<file path="config.mk">
export PLATFORM = sky130hd
export DESIGN_NAME = nts_coord
export DESIGN_NICKNAME = d
export VERILOG_FILES = /design/src/rtl/nearest_texture_sampler_macros.svh /design/src/rtl/nts_pkg.sv /design/src/rtl/nts_coord.sv
export SDC_FILE = /design/constraint.sdc
export NUM_CORES = 1
export LEC_CHECK = 0
export BUFFER_PORTS_ARGS = -buffer_cell sky130_fd_sc_hd__buf_2
export CAP_MARGIN = 20
export CORE_UTILIZATION = 32
export CTS_BUF_LIST = sky130_fd_sc_hd__clkbuf_2 sky130_fd_sc_hd__clkbuf_4 sky130_fd_sc_hd__clkbuf_8
export CTS_CLUSTER_DIAMETER = 80
export DETAILED_ROUTE_END_ITERATION = 7
export PLACE_DENSITY = 0.49
export SYNTH_ARGS = -nofsm -noshare
export SYNTH_HDL_FRONTEND = slang
export SYNTH_SLANG_ARGS = --single-unit
</file>
<file path="constraint.sdc">
create_clock -name clk -period 4.3 [get_ports clk]
set_input_delay 0.215 -clock clk [delete_from_list [all_inputs] [get_ports clk]]
set_output_delay 0.215 -clock clk [all_outputs]
set_load 0.005 [all_outputs]
</file>
<file path="src/rtl/nearest_texture_sampler_macros.svh">
// Assertion macros for the nearest texture sampler.
// Expects clk and rst_n in the scope of each use.
`ifndef NEAREST_TEXTURE_SAMPLER_MACROS_SVH
`define NEAREST_TEXTURE_SAMPLER_MACROS_SVH

// same-cycle implication, off during reset
`define NTS_ASSERT_SAME(label, ante, cons, msg) \
    label: assert property (@(posedge clk) disable iff (!rst_n) (ante) |-> (cons)) \
        else $error(msg);

// next-cycle implication, off during reset
`define NTS_ASSERT_NEXT(label, ante, cons, msg) \
    label: assert property (@(posedge clk) disable iff (!rst_n) (ante) |=> (cons)) \
        else $error(msg);

`endif

</file>
<file path="src/rtl/nts_pkg.sv">
// Shared types, codes and the coordinate wrap function of the texture sampler.
// No dependencies.
`default_nettype none

package nts_pkg;

    localparam int COORD_W    = 24;
    localparam int UNIT_W     = 17;
    localparam int INDEX_W    = 16;
    localparam int CFG_IDX_W  = 3;
    localparam int CFG_DATA_W = 8;

    typedef logic [UNIT_W-1:0] unit_t;

    localparam unit_t      ONE_Q16      = 17'h10000;
    localparam unit_t      HALF_Q16     = 17'h08000;
    localparam logic [7:0] ALPHA_OPAQUE = 8'hFF;

    localparam logic KIND_LOAD   = 1'b0;
    localparam logic KIND_SAMPLE = 1'b1;

    localparam logic [1:0] WRAP_REPEAT = 2'd0;
    localparam logic [1:0] WRAP_CLAMP  = 2'd1;

    localparam logic FILTER_NEAREST = 1'b0;

    localparam logic [CFG_IDX_W-1:0] CFG_WRAP_X   = 3'd0;
    localparam logic [CFG_IDX_W-1:0] CFG_WRAP_Y   = 3'd1;
    localparam logic [CFG_IDX_W-1:0] CFG_MAGNIFY  = 3'd2;
    localparam logic [CFG_IDX_W-1:0] CFG_WIDTH_M1 = 3'd3;
    localparam logic [CFG_IDX_W-1:0] CFG_HEIGHT_M1 = 3'd4;

    typedef struct packed {
        logic [7:0] blue;
        logic [7:0] green;
        logic [7:0] red;
    } texel_t;

    typedef struct packed {
        logic [1:0] wrap_x;
        logic [1:0] wrap_y;
        logic       magnify;
        logic [7:0] width_m1;
        logic [7:0] height_m1;
    } cfg_t;

    typedef struct packed {
        logic valid;
        logic load;
    } pipe_ctl_t;

    typedef struct packed {
        logic [INDEX_W-1:0] index;
        texel_t             texel;
        logic [7:0]         xi;
        logic [7:0]         yi;
    } scaled_t;

    function automatic unit_t wrap_coord(input logic [COORD_W-1:0] raw,
                                         input logic [1:0] mode);
        logic  in_unit;
        unit_t res;
        in_unit = !raw[COORD_W-1] && (raw[COORD_W-2:0] <= 23'(ONE_Q16));
        if (in_unit)
        begin
            res = raw[UNIT_W-1:0];
        end
        else
        begin
            unique case (mode)
                WRAP_REPEAT: res = {1'b0, raw[15:0]};
                WRAP_CLAMP:  res = raw[COORD_W-1] ? '0 : ONE_Q16;
                default:     res = '0;
            endcase
        end
        return res;
    endfunction

endpackage

`default_nettype wire

</file>
<file path="src/rtl/nts_coord.sv">
// Coordinate stages: wrap and flip (stage A), scale and round to texel (stage B).
// Depends on nts_pkg.
`default_nettype none

module nts_coord (
    input  wire logic                           clk,
    input  wire logic                           rst_n,
    input  wire logic                           adv,
    input  wire nts_pkg::cfg_t                  cfg,
    input  wire logic                           in_fire,
    input  wire logic                           in_kind,
    input  wire logic [nts_pkg::INDEX_W-1:0]    in_index,
    input  wire nts_pkg::texel_t                in_texel,
    input  wire logic [nts_pkg::COORD_W-1:0]    in_u,
    input  wire logic [nts_pkg::COORD_W-1:0]    in_v,
    output nts_pkg::pipe_ctl_t                  out_ctl,
    output nts_pkg::scaled_t                    out_word
);
    import nts_pkg::*;

    pipe_ctl_t          a_ctl_next;
    pipe_ctl_t          a_ctl_reg;
    logic [INDEX_W-1:0] a_index_reg;
    texel_t             a_texel_reg;
    unit_t              a_u_next;
    unit_t              a_u_reg;
    unit_t              a_v_next;
    unit_t              a_v_reg;
    logic [24:0]        x_scaled;
    logic [24:0]        y_scaled;
    pipe_ctl_t          b_ctl_reg;
    scaled_t            b_word_next;
    scaled_t            b_word_reg;

    // drop samples when the magnifying filter is not nearest
    always_comb
    begin
        a_ctl_next.valid = in_fire
                           && (in_kind == KIND_LOAD || cfg.magnify == FILTER_NEAREST);
        a_ctl_next.load  = (in_kind == KIND_LOAD);
        a_u_next         = wrap_coord(in_u, cfg.wrap_x);
        a_v_next         = ONE_Q16 - wrap_coord(in_v, cfg.wrap_y);
    end

    always_comb
    begin
        x_scaled          = 25'(cfg.width_m1) * 25'(a_u_reg) + 25'(HALF_Q16);
        y_scaled          = 25'(cfg.height_m1) * 25'(a_v_reg) + 25'(HALF_Q16);
        b_word_next.index = a_index_reg;
        b_word_next.texel = a_texel_reg;
        b_word_next.xi    = x_scaled[23:16];
        b_word_next.yi    = y_scaled[23:16];
    end

    always_ff @(posedge clk or negedge rst_n)
    begin
        if (!rst_n)
        begin
            a_ctl_reg <= '0;
            b_ctl_reg <= '0;
        end
        else if (adv)
        begin
            a_ctl_reg <= a_ctl_next;
            b_ctl_reg <= a_ctl_reg;
        end
    end

    always_ff @(posedge clk)
    begin
        if (adv)
        begin
            a_index_reg <= in_index;
            a_texel_reg <= in_texel;
            a_u_reg     <= a_u_next;
            a_v_reg     <= a_v_next;
            b_word_reg  <= b_word_next;
        end
    end

    assign out_ctl  = b_ctl_reg;
    assign out_word = b_word_reg;

endmodule

`default_nettype wire

</file>
==> results by group <==
Placement
  – DPL Wire Length: roughly 26000 um
  – Placed cell count: between 1500 and 2000
  – IO Port Bufs: around 170
  – Routability cong.: ~0.80

Floorplan
  – Die width: 203 um
  – IO Count: between 150 and 200
  – Core Rows: 73
  – Die height: about 200 um
  – Starting Density: 32.6%
  – Core area: roughly 0.04 mm^2
  – Die ar.: just over 0.04 mm^2

Status
  – Failing checks: negative setup slack
  – Outcome: finished, violations left

Layout
  – Storage element area: approximately 0.004 mm^2
  – Commonest non-fill, non-tap cell in the layout: inv_1
  – Layout cells sized above 1: between 30% and 40%
  – Area growth from synthesis to layout: 31.7%
  – Final cell count without fillers: 2080
  – Nets@finish: 1939
  – Fill cell count: 3937
  – Antenna Cells: 0
  – Most frequent cells in the layout: inv_1, and2_1, buf_2, fa_1, edfxtp_1
  – Final core utilization: 42.9%
  – Area taken by multi-input logic gates: around 0.0087 mm^2
  – Max reg flops: 56

Setup path
  – Flop-to-flop setup slack: -80 ps
  – Worst R2R Path Depth: 14
  – Crit. End Element: register
  – Max FO, Critical Path: 6
  – Setup Crit Path Kind: register to register
  – RR Startpoint: a_u_reg[8]
  – Top delay family on crit path: adder cells
  – R2R Path End: out_word[12]
  – Slowest cell on crit path: edfxtp_1
  – Max incr delay on CP: between 500 and 600 ps
  – CP Cell Sequence: and2_4 -> fa_1 -> fa_1 -> fa_1 -> inv_1 -> fa_1 -> inv_1 -> ha_4 -> a211o_1 -> or2_4 -> a211oi_4 -> o31ai_2 -> a21oi_1 -> xnor2_1
  – Crit path launch type: register
  – Crit path top cell by count: fa_1
  – CP Data Arrival Time: 4580 ps
  – Worst Path Required: 4490 ps
  – CP Buf/Inv Count: 2

Synthesis
  – Post-Synthesis Cells: 1191
  – Post-synth EDFFs: 130
  – Post-synth top flop: edfxtp_1
  – Synthesized Nets: approximately 1600
  – Mapped Area: 0.0130 mm^2
  – Syn Area/Cell: roughly 11 um^2
  – Yosys top cell area share: 30.1%
  – Top post-synthesis cells by area: edfxtp_1, fa_1, and2_1
  – Dominant cell type by area after synthesis: edfxtp_1
  – Sequential share of the synthesized area: a little under a third
  – Synth warn: 0
  – Post-synth ARST share: under 10%
  – Synth unique cells: between 50 and 60
  – Flop and latch count out of synthesis: 134

STA
  – Worst-margin pin slew: approximately 1100 ps
  – Worst Skew: roughly 22 ps
  – Final Critical Period: between 4000 and 5000 ps
  – RSZ-0062 raised after global routing: yes
  – Worst Setup Slack, final: -84.4 ps
  – # setup viols final: 6
  – Period utilisation layout: 102%
  – Max_slew headroom: between 20 and 30%
  – Fin. Hold Viols: 0
  – Max-slew violation total from the final report: 0
  – Max Freq: between 0.2 and 0.25 GHz
  – Sum Neg Setup Slack: -235 ps

Route
  – Drt first pass iters: 5
  – Vias per std cell: around 4.5
  – Vias: ~9300
  – Initial detailed-routing violation count: 377
  – Drt drc: 0
  – Post-DRT Antenna Nets: 0
  – Wirelength, routed: ~33000 um
  – Avg WL per Cell: 15.7 um

GRT
  – First-pass GRT wire length: roughly 54000 um
  – Remaining global-route overflow: 0
  – Number of global-route vias before repair: about 10000
  – Largest net degree at the start of global routing: 71
  – Initial antenna violation count: 5
  – Total track usage: 16.5%

Pwr
  – Leak pwr: around 0.0078 uW
  – Sw power: approximately 4300 uW
  – Post-layout power: 9970 uW
  – Maximum vdd drop: between 0.4 and 0.5 mV
  – Logic gate share of total power: ~70%
  – Net Sw Frac: a little over two fifths
  – Sequential fraction of design power: between 10% and 20%
  – Clk pwr share: between 10% and 20%
  – Pwr dens: around 580 mW/mm^2
  – Int Pwr: between 5000 and 6000 uW

Clock tree
  – Bufs on Longest Clock Path: 2
  – Clock root cell: clkbuf_8
  – # H-tree levels: 4
  – Clock-pin slew on the worst setup and hold paths: around 100 ps
  – Clock Latency Late Sink: around 460 ps
  – Sink Count: around 130
  – TritonCTS buffer count: 17
  – CTS tree: built

Worst hold path
  – Hold Crit Class: primary input to register
  – Hold wc startpoint: in_fire
  – Hold Path Cell Cnt: 3
  – Hold EP: a_ctl_reg[1]

Job
  – Max-cap violations: 0
logic make-up after synthesis:
kind of cell	after synthesis	synth area share, %
xor+xnor	32	2.16
simple gates	387	16.7
buf+inv	248	7.18
mux	3	0.251
compound gates	104	5.32
flops	134	30.9
fa+ha+maj	283	37.5
area by class of cell:
cell class	instances	share of cell area, %
tap	525	3.85
inverter	228	5.01
multi-input combinational	809	51.0
sequential	134	23.4
timing repair buffer	352	14.2
clock buffer	17	1.37
clock inverter	15	1.19
Yosys cell counts (2+ instances only):
| library cell | count |
|---|---|
| a211o_1 | 2 |
| a211oi_1 | 7 |
| a21o_1 | 9 |
| a21oi_1 | 30 |
| a22oi_1 | 6 |
| a22oi_2 | 2 |
| a31oi_1 | 2 |
| a32oi_1 | 2 |
| a41oi_1 | 2 |
| and2_1 | 224 |
| and3_1 | 5 |
| clkbuf_1 | 20 |
| dfrtp_1 | 4 |
| edfxtp_1 | 130 |
| fa_1 | 176 |
| ha_1 | 107 |
| inv_1 | 228 |
| mux2_2 | 2 |
| nand2_1 | 83 |
| nand3_1 | 10 |
| nand4_1 | 6 |
| nor2_1 | 25 |
| nor3_1 | 10 |
| nor4_1 | 9 |
| o211ai_1 | 2 |
| o21a_1 | 3 |
| o21ai_0 | 19 |
| o221ai_1 | 2 |
| o22ai_1 | 4 |
| o31ai_1 | 4 |
| or3_1 | 2 |
| xnor2_1 | 18 |
| xor2_1 | 14 |
what timing repair did:
| action | 4_1_cts | 5_1_grt |
|---|---|---|
| hold endpoints to repair | 45 | 0 |
| pin swaps | 81 | 38 |
| gates resized for setup | 113 | 45 |
| setup endpoints to repair | 16 | 16 |
| hold buffers | 42 | 0 |
| setup buffers | 27 | 5 |
worst max-delay path by stage:
stage | end | slack [ps] | startpoint | cells past startpoint
finish | out_word[12] | -80 | a_u_reg[8] | 14
CTS | out_word[11] | -110 | a_u_reg[9] | 14
global route | out_word[7] | -260 | a_v_reg[7] | 16
floorplan | out_word[12] | -20 | a_u_reg[11] | 14
global placement | out_word[12] | -260 | a_u_reg[5] | 16
detailed placement | out_word[12] | -260 | a_u_reg[9] | 14
metrics by stage:
step | setup slack, ps | hold slack (ps) | instance area [um^2]
after global placement | -262 | 23.8 | 15300
after floorplan | -20.3 | -80.6 | 13000
after detailed placement | -263 | 25.4 | 15300
final | -84.4 | 45.3 | 17100
after CTS | -112 | 9.84 | 16800
after global routing | -257 | 15.2 | 17100
power groups by stage:
stage          Sequential [uW]  Combinational (uW)  Clock, uW
3_5_place_dp              1850                5300          0
5_1_grt                   1830                7820       1300
3_3_place_gp              1850                5250          0
4_1_cts                   1810                6460       1250
2_1_floorplan             1840                3410          0
6_report                  1800                6960       1210
tightest hold or removal path, cell delays in order:
cell and delay [ps]:
buf_2 70, nand3_1 90, o21ai_0 90
metal layers:
metal	track usage [%]	wire length (um)
met1	23.4	16100
met2	26.5	14600
met3	2.91	1520
met4	3.52	341
met5	0	61
Power figures use the tool's default switching activity.
