===== src/rtl/nearest_texture_sampler_macros.svh =====
// Assertion macros for the nearest texture sampler.
// Expects clk and rst_n in the scope of each use.
`ifndef NEAREST_TEXTURE_SAMPLER_MACROS_SVH
`define NEAREST_TEXTURE_SAMPLER_MACROS_SVH

// same-cycle implication, off during reset
`define NTS_ASSERT_SAME(label, ante, cons, msg) \
    label: assert property (@(posedge clk) disable iff (!rst_n) (ante) |-> (cons)) \
        else $error(msg);

// next-cycle implication, off during reset
`define NTS_ASSERT_NEXT(label, ante, cons, msg) \
    label: assert property (@(posedge clk) disable iff (!rst_n) (ante) |=> (cons)) \
        else $error(msg);

`endif


===== src/rtl/nts_pkg.sv =====
// Shared types, codes and the coordinate wrap function of the texture sampler.
// No dependencies.
`default_nettype none

package nts_pkg;

    localparam int COORD_W    = 24;
    localparam int UNIT_W     = 17;
    localparam int INDEX_W    = 16;
    localparam int CFG_IDX_W  = 3;
    localparam int CFG_DATA_W = 8;

    typedef logic [UNIT_W-1:0] unit_t;

    localparam unit_t      ONE_Q16      = 17'h10000;
    localparam unit_t      HALF_Q16     = 17'h08000;
    localparam logic [7:0] ALPHA_OPAQUE = 8'hFF;

    localparam logic KIND_LOAD   = 1'b0;
    localparam logic KIND_SAMPLE = 1'b1;

    localparam logic [1:0] WRAP_REPEAT = 2'd0;
    localparam logic [1:0] WRAP_CLAMP  = 2'd1;

    localparam logic FILTER_NEAREST = 1'b0;

    localparam logic [CFG_IDX_W-1:0] CFG_WRAP_X   = 3'd0;
    localparam logic [CFG_IDX_W-1:0] CFG_WRAP_Y   = 3'd1;
    localparam logic [CFG_IDX_W-1:0] CFG_MAGNIFY  = 3'd2;
    localparam logic [CFG_IDX_W-1:0] CFG_WIDTH_M1 = 3'd3;
    localparam logic [CFG_IDX_W-1:0] CFG_HEIGHT_M1 = 3'd4;

    typedef struct packed {
        logic [7:0] blue;
        logic [7:0] green;
        logic [7:0] red;
    } texel_t;

    typedef struct packed {
        logic [1:0] wrap_x;
        logic [1:0] wrap_y;
        logic       magnify;
        logic [7:0] width_m1;
        logic [7:0] height_m1;
    } cfg_t;

    typedef struct packed {
        logic valid;
        logic load;
    } pipe_ctl_t;

    typedef struct packed {
        logic [INDEX_W-1:0] index;
        texel_t             texel;
        logic [7:0]         xi;
        logic [7:0]         yi;
    } scaled_t;

    function automatic unit_t wrap_coord(input logic [COORD_W-1:0] raw,
                                         input logic [1:0] mode);
        logic  in_unit;
        unit_t res;
        in_unit = !raw[COORD_W-1] && (raw[COORD_W-2:0] <= 23'(ONE_Q16));
        if (in_unit)
        begin
            res = raw[UNIT_W-1:0];
        end
        else
        begin
            unique case (mode)
                WRAP_REPEAT: res = {1'b0, raw[15:0]};
                WRAP_CLAMP:  res = raw[COORD_W-1] ? '0 : ONE_Q16;
                default:     res = '0;
            endcase
        end
        return res;
    endfunction

endpackage

`default_nettype wire


===== src/rtl/nts_addr.sv =====
// Address stages: row-major linearise (C), reciprocal quotient (D), remainder (E).
// Depends on nts_pkg.
`default_nettype none

module nts_addr #(
    parameter int MAX_SIDE = 256
) (
    input  wire logic                                   clk,
    input  wire logic                                   rst_n,
    input  wire logic                                   adv,
    input  wire nts_pkg::cfg_t                          cfg,
    input  wire nts_pkg::pipe_ctl_t                     in_ctl,
    input  wire nts_pkg::scaled_t                       in_word,
    output nts_pkg::pipe_ctl_t                          out_ctl,
    output logic [$clog2(MAX_SIDE*MAX_SIDE)-1:0]        out_addr,
    output nts_pkg::texel_t                             out_texel
);
    import nts_pkg::*;

    localparam int unsigned DEPTH  = MAX_SIDE * MAX_SIDE;
    localparam int          ADDR_W = $clog2(DEPTH);
    localparam bit          REDUCE = (DEPTH < (1 << INDEX_W));

    logic [8:0]         stride;
    logic [16:0]        row_base;
    logic [INDEX_W-1:0] c_addr_next;
    pipe_ctl_t          c_ctl_reg;
    logic [INDEX_W-1:0] c_addr_reg;
    texel_t             c_texel_reg;
    pipe_ctl_t          d_ctl_reg;
    logic [INDEX_W-1:0] d_addr_reg;
    texel_t             d_texel_reg;
    logic [ADDR_W-1:0]  e_addr_next;
    pipe_ctl_t          e_ctl_reg;
    logic [ADDR_W-1:0]  e_addr_reg;
    texel_t             e_texel_reg;

    always_comb
    begin
        stride      = {1'b0, cfg.width_m1} + 9'd1;
        row_base    = 17'(in_word.yi) * 17'(stride) + 17'(in_word.xi);
        c_addr_next = in_ctl.load ? in_word.index : row_base[INDEX_W-1:0];
    end

    generate
        if (REDUCE)
        begin : g_mod
            localparam longint unsigned RECIP_L = ((64'd1 << 32) + DEPTH - 1) / DEPTH;
            localparam logic [31:0]     RECIP   = 32'(RECIP_L);

            logic [47:0]        quot_prod;
            logic [INDEX_W-1:0] quot_reg;
            logic [31:0]        back_prod;
            logic [INDEX_W-1:0] rem;

            // quotient is exact for a 16-bit dividend with a rounded-up reciprocal
            assign quot_prod = 48'(c_addr_reg) * 48'(RECIP);

            always_ff @(posedge clk)
            begin
                if (adv)
                begin
                    quot_reg <= quot_prod[47:32];
                end
            end

            assign back_prod   = 32'(quot_reg) * 32'(DEPTH);
            assign rem         = d_addr_reg - back_prod[INDEX_W-1:0];
            assign e_addr_next = rem[ADDR_W-1:0];
        end
        else
        begin : g_wide
            assign e_addr_next = ADDR_W'(d_addr_reg);
        end
    endgenerate

    always_ff @(posedge clk or negedge rst_n)
    begin
        if (!rst_n)
        begin
            c_ctl_reg <= '0;
            d_ctl_reg <= '0;
            e_ctl_reg <= '0;
        end
        else if (adv)
        begin
            c_ctl_reg <= in_ctl;
            d_ctl_reg <= c_ctl_reg;
            e_ctl_reg <= d_ctl_reg;
        end
    end

    always_ff @(posedge clk)
    begin
        if (adv)
        begin
            c_addr_reg  <= c_addr_next;
            c_texel_reg <= in_word.texel;
            d_addr_reg  <= c_addr_reg;
            d_texel_reg <= c_texel_reg;
            e_addr_reg  <= e_addr_next;
            e_texel_reg <= d_texel_reg;
        end
    end

    assign out_ctl   = e_ctl_reg;
    assign out_addr  = e_addr_reg;
    assign out_texel = e_texel_reg;

endmodule

`default_nettype wire


===== config.mk =====
export PLATFORM = sky130hd
export DESIGN_NAME = nts_addr
export DESIGN_NICKNAME = d
export VERILOG_FILES = /design/src/rtl/nearest_texture_sampler_macros.svh /design/src/rtl/nts_pkg.sv /design/src/rtl/nts_addr.sv
export SDC_FILE = /design/constraint.sdc
export NUM_CORES = 1
export LEC_CHECK = 0
export BUFFER_PORTS_ARGS = -buffer_cell sky130_fd_sc_hd__buf_2
export CAP_MARGIN = 5
export CORE_MARGIN = 2
export CORE_UTILIZATION = 51
export CTS_CLUSTER_SIZE = 14
export DETAILED_ROUTE_END_ITERATION = 8
export PLACE_DENSITY = 0.77
export SLEW_MARGIN = 20
export SYNTH_ARGS = -nofsm -noshare
export SYNTH_HDL_FRONTEND = slang
export SYNTH_SLANG_ARGS = --single-unit

===== constraint.sdc =====
create_clock -name clk -period 0.8 [get_ports clk]
set_input_delay 0.04 -clock clk [delete_from_list [all_inputs] [get_ports clk]]
set_output_delay 0.04 -clock clk [all_outputs]
set_load 0.1 [all_outputs]

==> results of run 1 <==
-- stage by stage --
step	std cells	util, %	setup slack, ns	hold WS [ns]
after CTS	907	80.0	-3.15	0.000420
final	913	82.4	-3.43	0.0456
after floorplan	482	-	-3.27	-0.256
after detailed placement	824	69.3	-3.67	-0.131
after global placement	824	69.3	-3.52	-0.138
after global routing	913	82.4	-3.53	0.0388
-- cell usage in the layout, fill, tap and decap left out, types with 4 or more instances in the layout --
master and n:
edfxtp_1 120, buf_4 63, buf_2 61, inv_1 58
buf_12 46, fa_1 44, dlygate4sd3_1 37, nand2_1 33
and2_1 30, ha_1 24, buf_6 24, inv_2 19
clkbuf_16 17, ha_4 13, and2_4 7, nor2b_1 6
nand2_2 6, mux2_2 6, a21oi_1 5, nor2_1 5
fa_2 5, mux2_4 4, dfrtp_1 4, clkinv_2 4
bufinv_16 4
-- final cells by class --
type	instances	share of cell area, %
clock buffers	21	4.49
flip-flops and latches	126	35.9
inverters	79	2.85
repair buffers	234	22.7
well taps	172	2.05
multi-input cells	270	30.4
clock inverters	11	1.56
-- metal layers --
layer  GRT usage [%]  part of all wire, %  wire [microns]  vias to the layer above
li1                -                    -               -                     2138
met1            36.0                   36            7720                     2574
met2            53.4                   51           11000                      383
met3            6.27                  7.9            1710                       96
met4            12.7                  5.1            1110                        0
met5               0                    0               0                        -
-- worst paths after layout --
check                                 from        endpoint  slack, ns
min in group clk               in_word[46]   c_addr_reg[6]       0.05
max in group asynchronous            rst_n      out_ctl[0]       0.57
setup reg to reg                out_ctl[1]      out_ctl[1]      -0.20
hold / removal                       rst_n    c_ctl_reg[1]       0.05
hold reg to reg            d_texel_reg[18]   out_texel[18]       0.42
setup / recovery                    cfg[8]  c_addr_reg[11]      -3.43
-- cell families after synthesis --
kind of cell	count (synthesis)	synth area share (%)
AND/OR/NAND/NOR	119	9.09
multiplexers	10	1.68
buffers and inverters	86	4.85
XOR/XNOR	12	1.68
adder cells (fa/ha/maj)	86	21.5
AO/OA/AOI/OAI	43	5.12
flip-flops	126	56.0
-- critical path: stages --
cell	delay (ns)
buf_8	0.09
buf_6	0.10
nand2_4	0.04
nor2_4	0.16
and3_4	0.23
xor2_4	0.18
nand2_1	0.09
fa_2	0.56
inv_2	0.04
fa_1	0.47
fa_1	0.51
inv_1	0.05
fa_1	0.50
inv_2	0.05
ha_4	0.28
buf_12	0.10
o211ai_4	0.08
a21oi_4	0.20
o211ai_1	0.20
a21oi_1	0.29
a311oi_2	0.09
-- power by group through the flow --
| stage | logic, W | registers [W] | clock network [W] |
|---|---|---|---|
| after floorplan | 0.00687 | 0.0101 | 0 |
| after global placement | 0.0119 | 0.00882 | 0 |
| after detailed placement | 0.0125 | 0.00889 | 0 |
| after CTS | 0.0146 | 0.00889 | 0.00837 |
| after global routing | 0.0188 | 0.00901 | 0.00882 |
| final | 0.0180 | 0.00897 | 0.00856 |
-- repair_timing --
item	in CTS	in global routing
pin swaps	54	32
endpoints found under the hold margin	42	0
resized for setup	64	60
hold buffers	37	0
setup buffers	15	10
setup endpoints to repair	60	62
==> out/results.txt, run 1 <==
area leader, netlist -> edfxtp_1
Clock Sinks -> 126
largest cells by area after synthesis -> edfxtp_1 54%, fa_1 15%, ha_1 6.9%
CTS H-tree lvls -> 4
mean routed wirelength per cell -> 23.6 microns
total track usage -> 30.3%
VDD IR max -> 2.17 mV
Post-layout nets -> 896
Worst Reg2Reg Path Length in Cells -> 2
Starting Density -> 52.7%
Synth Instances -> 482
Final setup viols -> 60
period utilisation layout -> 529%
Sw Share -> 37.7%
post-synth top area share -> 53.8%
final worst setup slack -> -3.43 ns
setup total negative slack -> -53.99 ns
clock-pin slew of the registers on the worst-case setup and hold paths -> 0.06 ns
Synth Flop Type -> edfxtp_1
DRT Wirelength -> 21600 microns
antenna violations before repair -> 0
vias in the first global route -> 5491
Leakage -> 4.53 nW
Cell variety after synth -> 46
Core Rows -> 41
die height -> 119 microns
WP data arrival -> 4.37 ns
initial detailed-routing violation count -> 644
clock root buffer -> clkbuf_16
syn_nets -> 650
most instantiated cells after synthesis -> 120 x edfxtp_1, 78 x inv_1, 49 x fa_1
top-count cell post-synth -> edfxtp_1
Worst EP required -> 0.94 ns
core area -> 0.0127 sq mm
Gate power share -> 50.6%
sequential fraction of the synthesis area -> 56.0%
Diodes inserted -> 0
DIE AREA -> 0.0141 sq mm
Worst setup EP type -> flop
Max-cap violations -> 0
Clock Power Share -> 24.1%
synthesis-to-layout area growth -> 56.5%
CTS tree -> yes
normalized max-slew margin -> 69.4%
Ys Warns -> 0
first-pass GRT wire length -> 31900 microns
maximum root-to-sink buffer count -> 2
min Tclk post-route -> 4.23 ns
Die X -> 119 microns
total chip power -> 0.0355 W
Worst Tran Pin Value -> 0.459 ns
ys async rst share -> 4.76%
Synth Cell Area -> 0.00670 sq mm
RSZ-0062 raised after global routing -> yes
Residual DRC -> 0
status -> finished, violations left
Post-DP Area -> 0.00882 sq mm
via/cell ratio -> 5.69
internal power -> 0.0221 W
worst min path class -> in2async
Synth Area per Inst -> 13.9 sq um
GRT overflow -> 0
largest net degree at the start of global routing -> 44
Top Ports -> 124
RePlAce Congestion -> 0.933
remaining antenna violation count after routing -> 0
HPWL Detailed -> 10700 microns
Finished Cell Area -> 0.0105 sq mm
Port-buffer cells -> 110
Post-synth EDFFs -> 120
multi-input logic area -> 0.00319 sq mm
Final Slew Violations -> 0
post-synthesis register bit count -> 126
DR vias -> 5191
worst setup path category -> in2reg
share of cells above drive strength 1 -> 45.9%
CP Launch Type -> primary input
Achievable Freq -> 236 MHz
Hold Vio Cnt, Final -> 0
power per cell area -> 3390 mW/mm^2
worst skew pair latency -> 0.41 ns
Switch Pwr -> 0.0134 W
Seq. cell area -> 0.00376 sq mm
Num CTS Buffers -> 17
drt first pass iters -> 5
Fillers -> 613
Flop pwr share -> 25.3%
failing checks -> negative setup slack
CP Max Fanout -> 4
worst clock skew -> 0.00822 ns
Power figures use the tool's default switching activity.
==> inputs of run 2 (changes only) <==
ABC_AREA = 1   (was not set)
==> run 2 against run 1 <==
The run still ends with negative setup slack left. Critical path depth is 5 higher. Cell count is 15% higher. Worst setup slack better by 0.13 ns. Combinational power is 8% higher. Area after synthesis is 2.3% higher. Sequential power is 1% lower. Non-clock buffer count is 1 lower. Largest cell class unchanged. Highest routed layer unchanged.
==> out/results.txt, run 2 <==
Leakage -> 4.87 nW (+7.4%)
via/cell ratio -> 5.58 (-1.9%)
Final setup viols -> 59 (-1.7%)
largest net degree at the start of global routing -> 32 (-27%)
RSZ-0062 raised after global routing -> yes
mean routed wirelength per cell -> 22.6 microns (-4.4%)
GR peak layer -> met2
HPWL Detailed -> 11900 microns (+11%)
most common cell after layout, fill and taps aside -> edfxtp_1
ys async rst share -> 4.76% (unchanged)
total track usage -> 30.0% (-0.25 points)
Ys Warns -> 0 (unchanged)
Worst EP required -> 0.97 ns (+0.03 ns)
Num CTS Buffers -> 17 (unchanged)
status -> finished, violations left
VDD IR max -> 2.31 mV (+6.6%)
GRT overflow -> 0 (unchanged)
Switch Pwr -> 0.0153 W (+14%)
worst setup path category -> in2reg
vias in the first global route -> 5964 (+8.6%)
Achievable Freq -> 244 MHz (+3.2%)
Critical R2R Capture -> out_ctl[1]
Synth Flop Type -> edfxtp_1
maximum root-to-sink buffer count -> 2 (unchanged)
Hold Path End -> out_texel[4]
Port-buffer cells -> 110 (unchanged)
hold_ws -> 0.0159 ns (-0.0297 ns)
commonest cells after routing, fill and taps aside -> 120 x edfxtp_1, 102 x inv_1, 101 x nand2_1
normalized max-slew margin -> 76.1% (+6.7 points)
Top Ports -> 124 (unchanged)
RR Startpoint -> out_ctl[1]
DRT Wirelength -> 23600 microns (+9.5%)
Placement Setup Slack -> -3.78 ns (-0.108 ns)
Cell variety after synth -> 24 (-48%)
Layout Cells excl Fill -> 1046 (+15%)
Worst Tran Pin Value -> 0.359 ns (-0.100 ns)
RePlAce Congestion -> 0.909 (-2.5%)
final worst setup slack -> -3.30 ns (+0.129 ns)
remaining antenna violation count after routing -> 0 (unchanged)
internal power -> 0.0206 W (-7.0%)
drt first pass iters -> 6 (+1)
total chip power -> 0.0359 W (+0.94%)
worst min path class -> in2reg
GRT met1 Usage -> 33.9% (-2.0 points)
Post-layout nets -> 1024 (+14%)
Core Rows -> 42 (+2.4%)
Fillers -> 602 (-1.8%)
period utilisation layout -> 513% (-16 points)
Max-cap violations -> 0 (unchanged)
Gate power share -> 54.1% (+3.5 points)
Residual DRC -> 0 (unchanged)
min-delay src -> adv
min Tclk post-route -> 4.10 ns (-0.129 ns)
CTS tree -> yes
clock-pin slew of the registers on the worst-case setup and hold paths -> 0.07 ns (about the same)
M3 GR Usage -> 6.61% (+0.33 points)
syn_nets -> 781 (+20%)
initial detailed-routing violation count -> 727 (+13%)
worst clock skew -> 0.00967 ns (+0.00145 ns)
antenna violations before repair -> 0 (unchanged)
DR vias -> 5832 (+12%)
clock root buffer -> clkbuf_16
area leader, netlist -> edfxtp_1
Clock Sinks -> 126 (unchanged)
post-synthesis register bit count -> 126 (unchanged)
Final Slew Violations -> 0 (unchanged)
worst skew pair latency -> 0.42 ns (about the same)
Flop pwr share -> 24.8% (-0.5 points)
failing checks -> negative setup slack
core area -> 0.0132 sq mm (+3.7%)
CP Launch Type -> primary input
placed insts -> 955 (+16%)
top-count cell post-synth -> nand2_1
power per cell area -> 3360 mW/mm^2 (-0.87%)
r2r setup slk -> -0.05 ns (+0.15 ns)
Post-synth EDFFs -> 120 (unchanged)
Synth Cell Area -> 0.00686 sq mm (+2.3%)
first-pass GRT wire length -> 31900 microns (unchanged)
final core utilization -> 80.9% (-1.5 points)
Starting Density -> 52.0% (-0.69 points)
WP data arrival -> 4.27 ns (-0.10 ns)
Synth Area per Inst -> 11.2 sq um (-20%)
share of cells above drive strength 1 -> 41.7% (-4.2 points)
Hold Vio Cnt, Final -> 0 (unchanged)
WHS Path Cells -> 1
Die X -> 120 microns (+1.1%)
largest cells by area after synthesis -> edfxtp_1 53%, fa_1 14%, nand2_1 7.9%
synthesis-to-layout area growth -> 55.7%
Seq. cell area -> 0.00376 sq mm (unchanged)
Worst Reg2Reg Path Length in Cells -> 1 (-1)
multi-input logic area -> 0.00324 sq mm (+1.7%)
most instantiated cells after synthesis -> 145 x nand2_1, 126 x inv_1, 120 x edfxtp_1
Clock Power Share -> 21.2% (-2.9 points)
sequential fraction of the synthesis area -> 54.8% (-1.3 points)
Synth Instances -> 613 (+27%)
Sw Share -> 42.6% (+4.9 points)
M2 GR Usage -> 54.0% (+0.60 points)
post-synth top area share -> 52.6% (-1.2 points)
Worst setup EP type -> flop
DIE AREA -> 0.0144 sq mm (+2.2%)
die height -> 120 microns (+1.1%)
CP Max Fanout -> 5 (+1)
CTS H-tree lvls -> 4 (unchanged)
## run 2: changes by cell type in the layout (fill, tap and decap cells not counted), sizes merged, moves of 6 or more
cell,previous run,this run
inv,78,135
and2,37,1
mux2,10,1
and3,6,0
nand2,42,146
nand3,5,22
nor2,9,60
nor2b,8,0
buf,197,190
dlygate4sd3,37,43
## run 2: area by class of cell
| class | count | share of cell area [%] |
|---|---|---|
| tap | 176 | 2.06 |
| multi-input combinational | 348 | 30.4 |
| sequential | 126 | 35.2 |
| antenna | 1 | 0.0234 |
| clock inverter | 15 | 1.29 |
| clock buffer | 17 | 3.99 |
| timing repair buffer | 233 | 22.3 |
| inverter | 130 | 4.74 |
## run 2: cells by family after synthesis
| group | share of synthesized area (%) |
|---|---|
| flops | 54.8 |
| fa+ha+maj | 21.1 |
| buf+inv | 7.63 |
| xor+xnor | 1.17 |
| simple gates | 13.7 |
| mux | 0.164 |
| compound gates | 1.50 |
## run 2: power by group through the flow
stage | Combinational (W) | Sequential, W | Clock, W
2_1_floorplan | 0.00705 | 0.0100 | 0
3_3_place_gp | 0.0119 | 0.00877 | 0
3_5_place_dp | 0.0123 | 0.00887 | 0
4_1_cts | 0.0159 | 0.00878 | 0.00734
5_1_grt | 0.0202 | 0.00894 | 0.00779
6_report | 0.0194 | 0.00888 | 0.00760
## run 2: routing by layer
layer | up-vias | part of all wire (%)
li1 | 2425 | -
met1 | 2769 | 33
met2 | 482 | 51
met3 | 156 | 8.7
met4 | 0 | 7.5
met5 | - | 0
## run 2: repair_timing
action                                 in CTS  in global routing
endpoints found under the hold margin      46                  1
hold buffers                               42                  1
pin swaps                                  71                 49
gates resized for setup                   110                 68
setup endpoints to repair                  58                 59
buffers inserted                           11                  6
## run 2: through the flow
stage	setup TNS [ns]	instance area, sq um
finish	-53.38	10700
CTS	-50.56	10400
global placement	-49.45	8910
floorplan	-47.43	7040
global route	-55.84	10700
detailed placement	-52.04	8910
## run 2: worst max-delay path by stage
stage	start	to	slack [ns]	depth (start not counted)
after floorplan	cfg[8]	c_addr_reg[9]	-3.32	24
after global placement	cfg[8]	c_addr_reg[15]	-3.65	26
after detailed placement	cfg[8]	c_addr_reg[12]	-3.78	23
after CTS	cfg[9]	c_addr_reg[10]	-3.07	26
after global routing	cfg[10]	c_addr_reg[14]	-3.43	26
final	cfg[10]	c_addr_reg[14]	-3.30	26
## run 2: critical path, stage by stage
cell and delay, ns:
buf_8 0.08, nand2_4 0.05, nor2_4 0.10, inv_2 0.06, nor2_4 0.10, nand2_2 0.07, nor2_4 0.12, xor2_4 0.11
inv_2 0.09, nand2_2 0.06, fa_1 0.54, inv_2 0.06, fa_1 0.50, fa_1 0.59, inv_2 0.05, fa_1 0.49
inv_2 0.05, ha_4 0.27, nand2_2 0.07, nand2_2 0.06, nand2_2 0.08, nand2_2 0.07, nand2_2 0.09, nand4_1 0.15
nand3_1 0.18, nand2_1 0.11
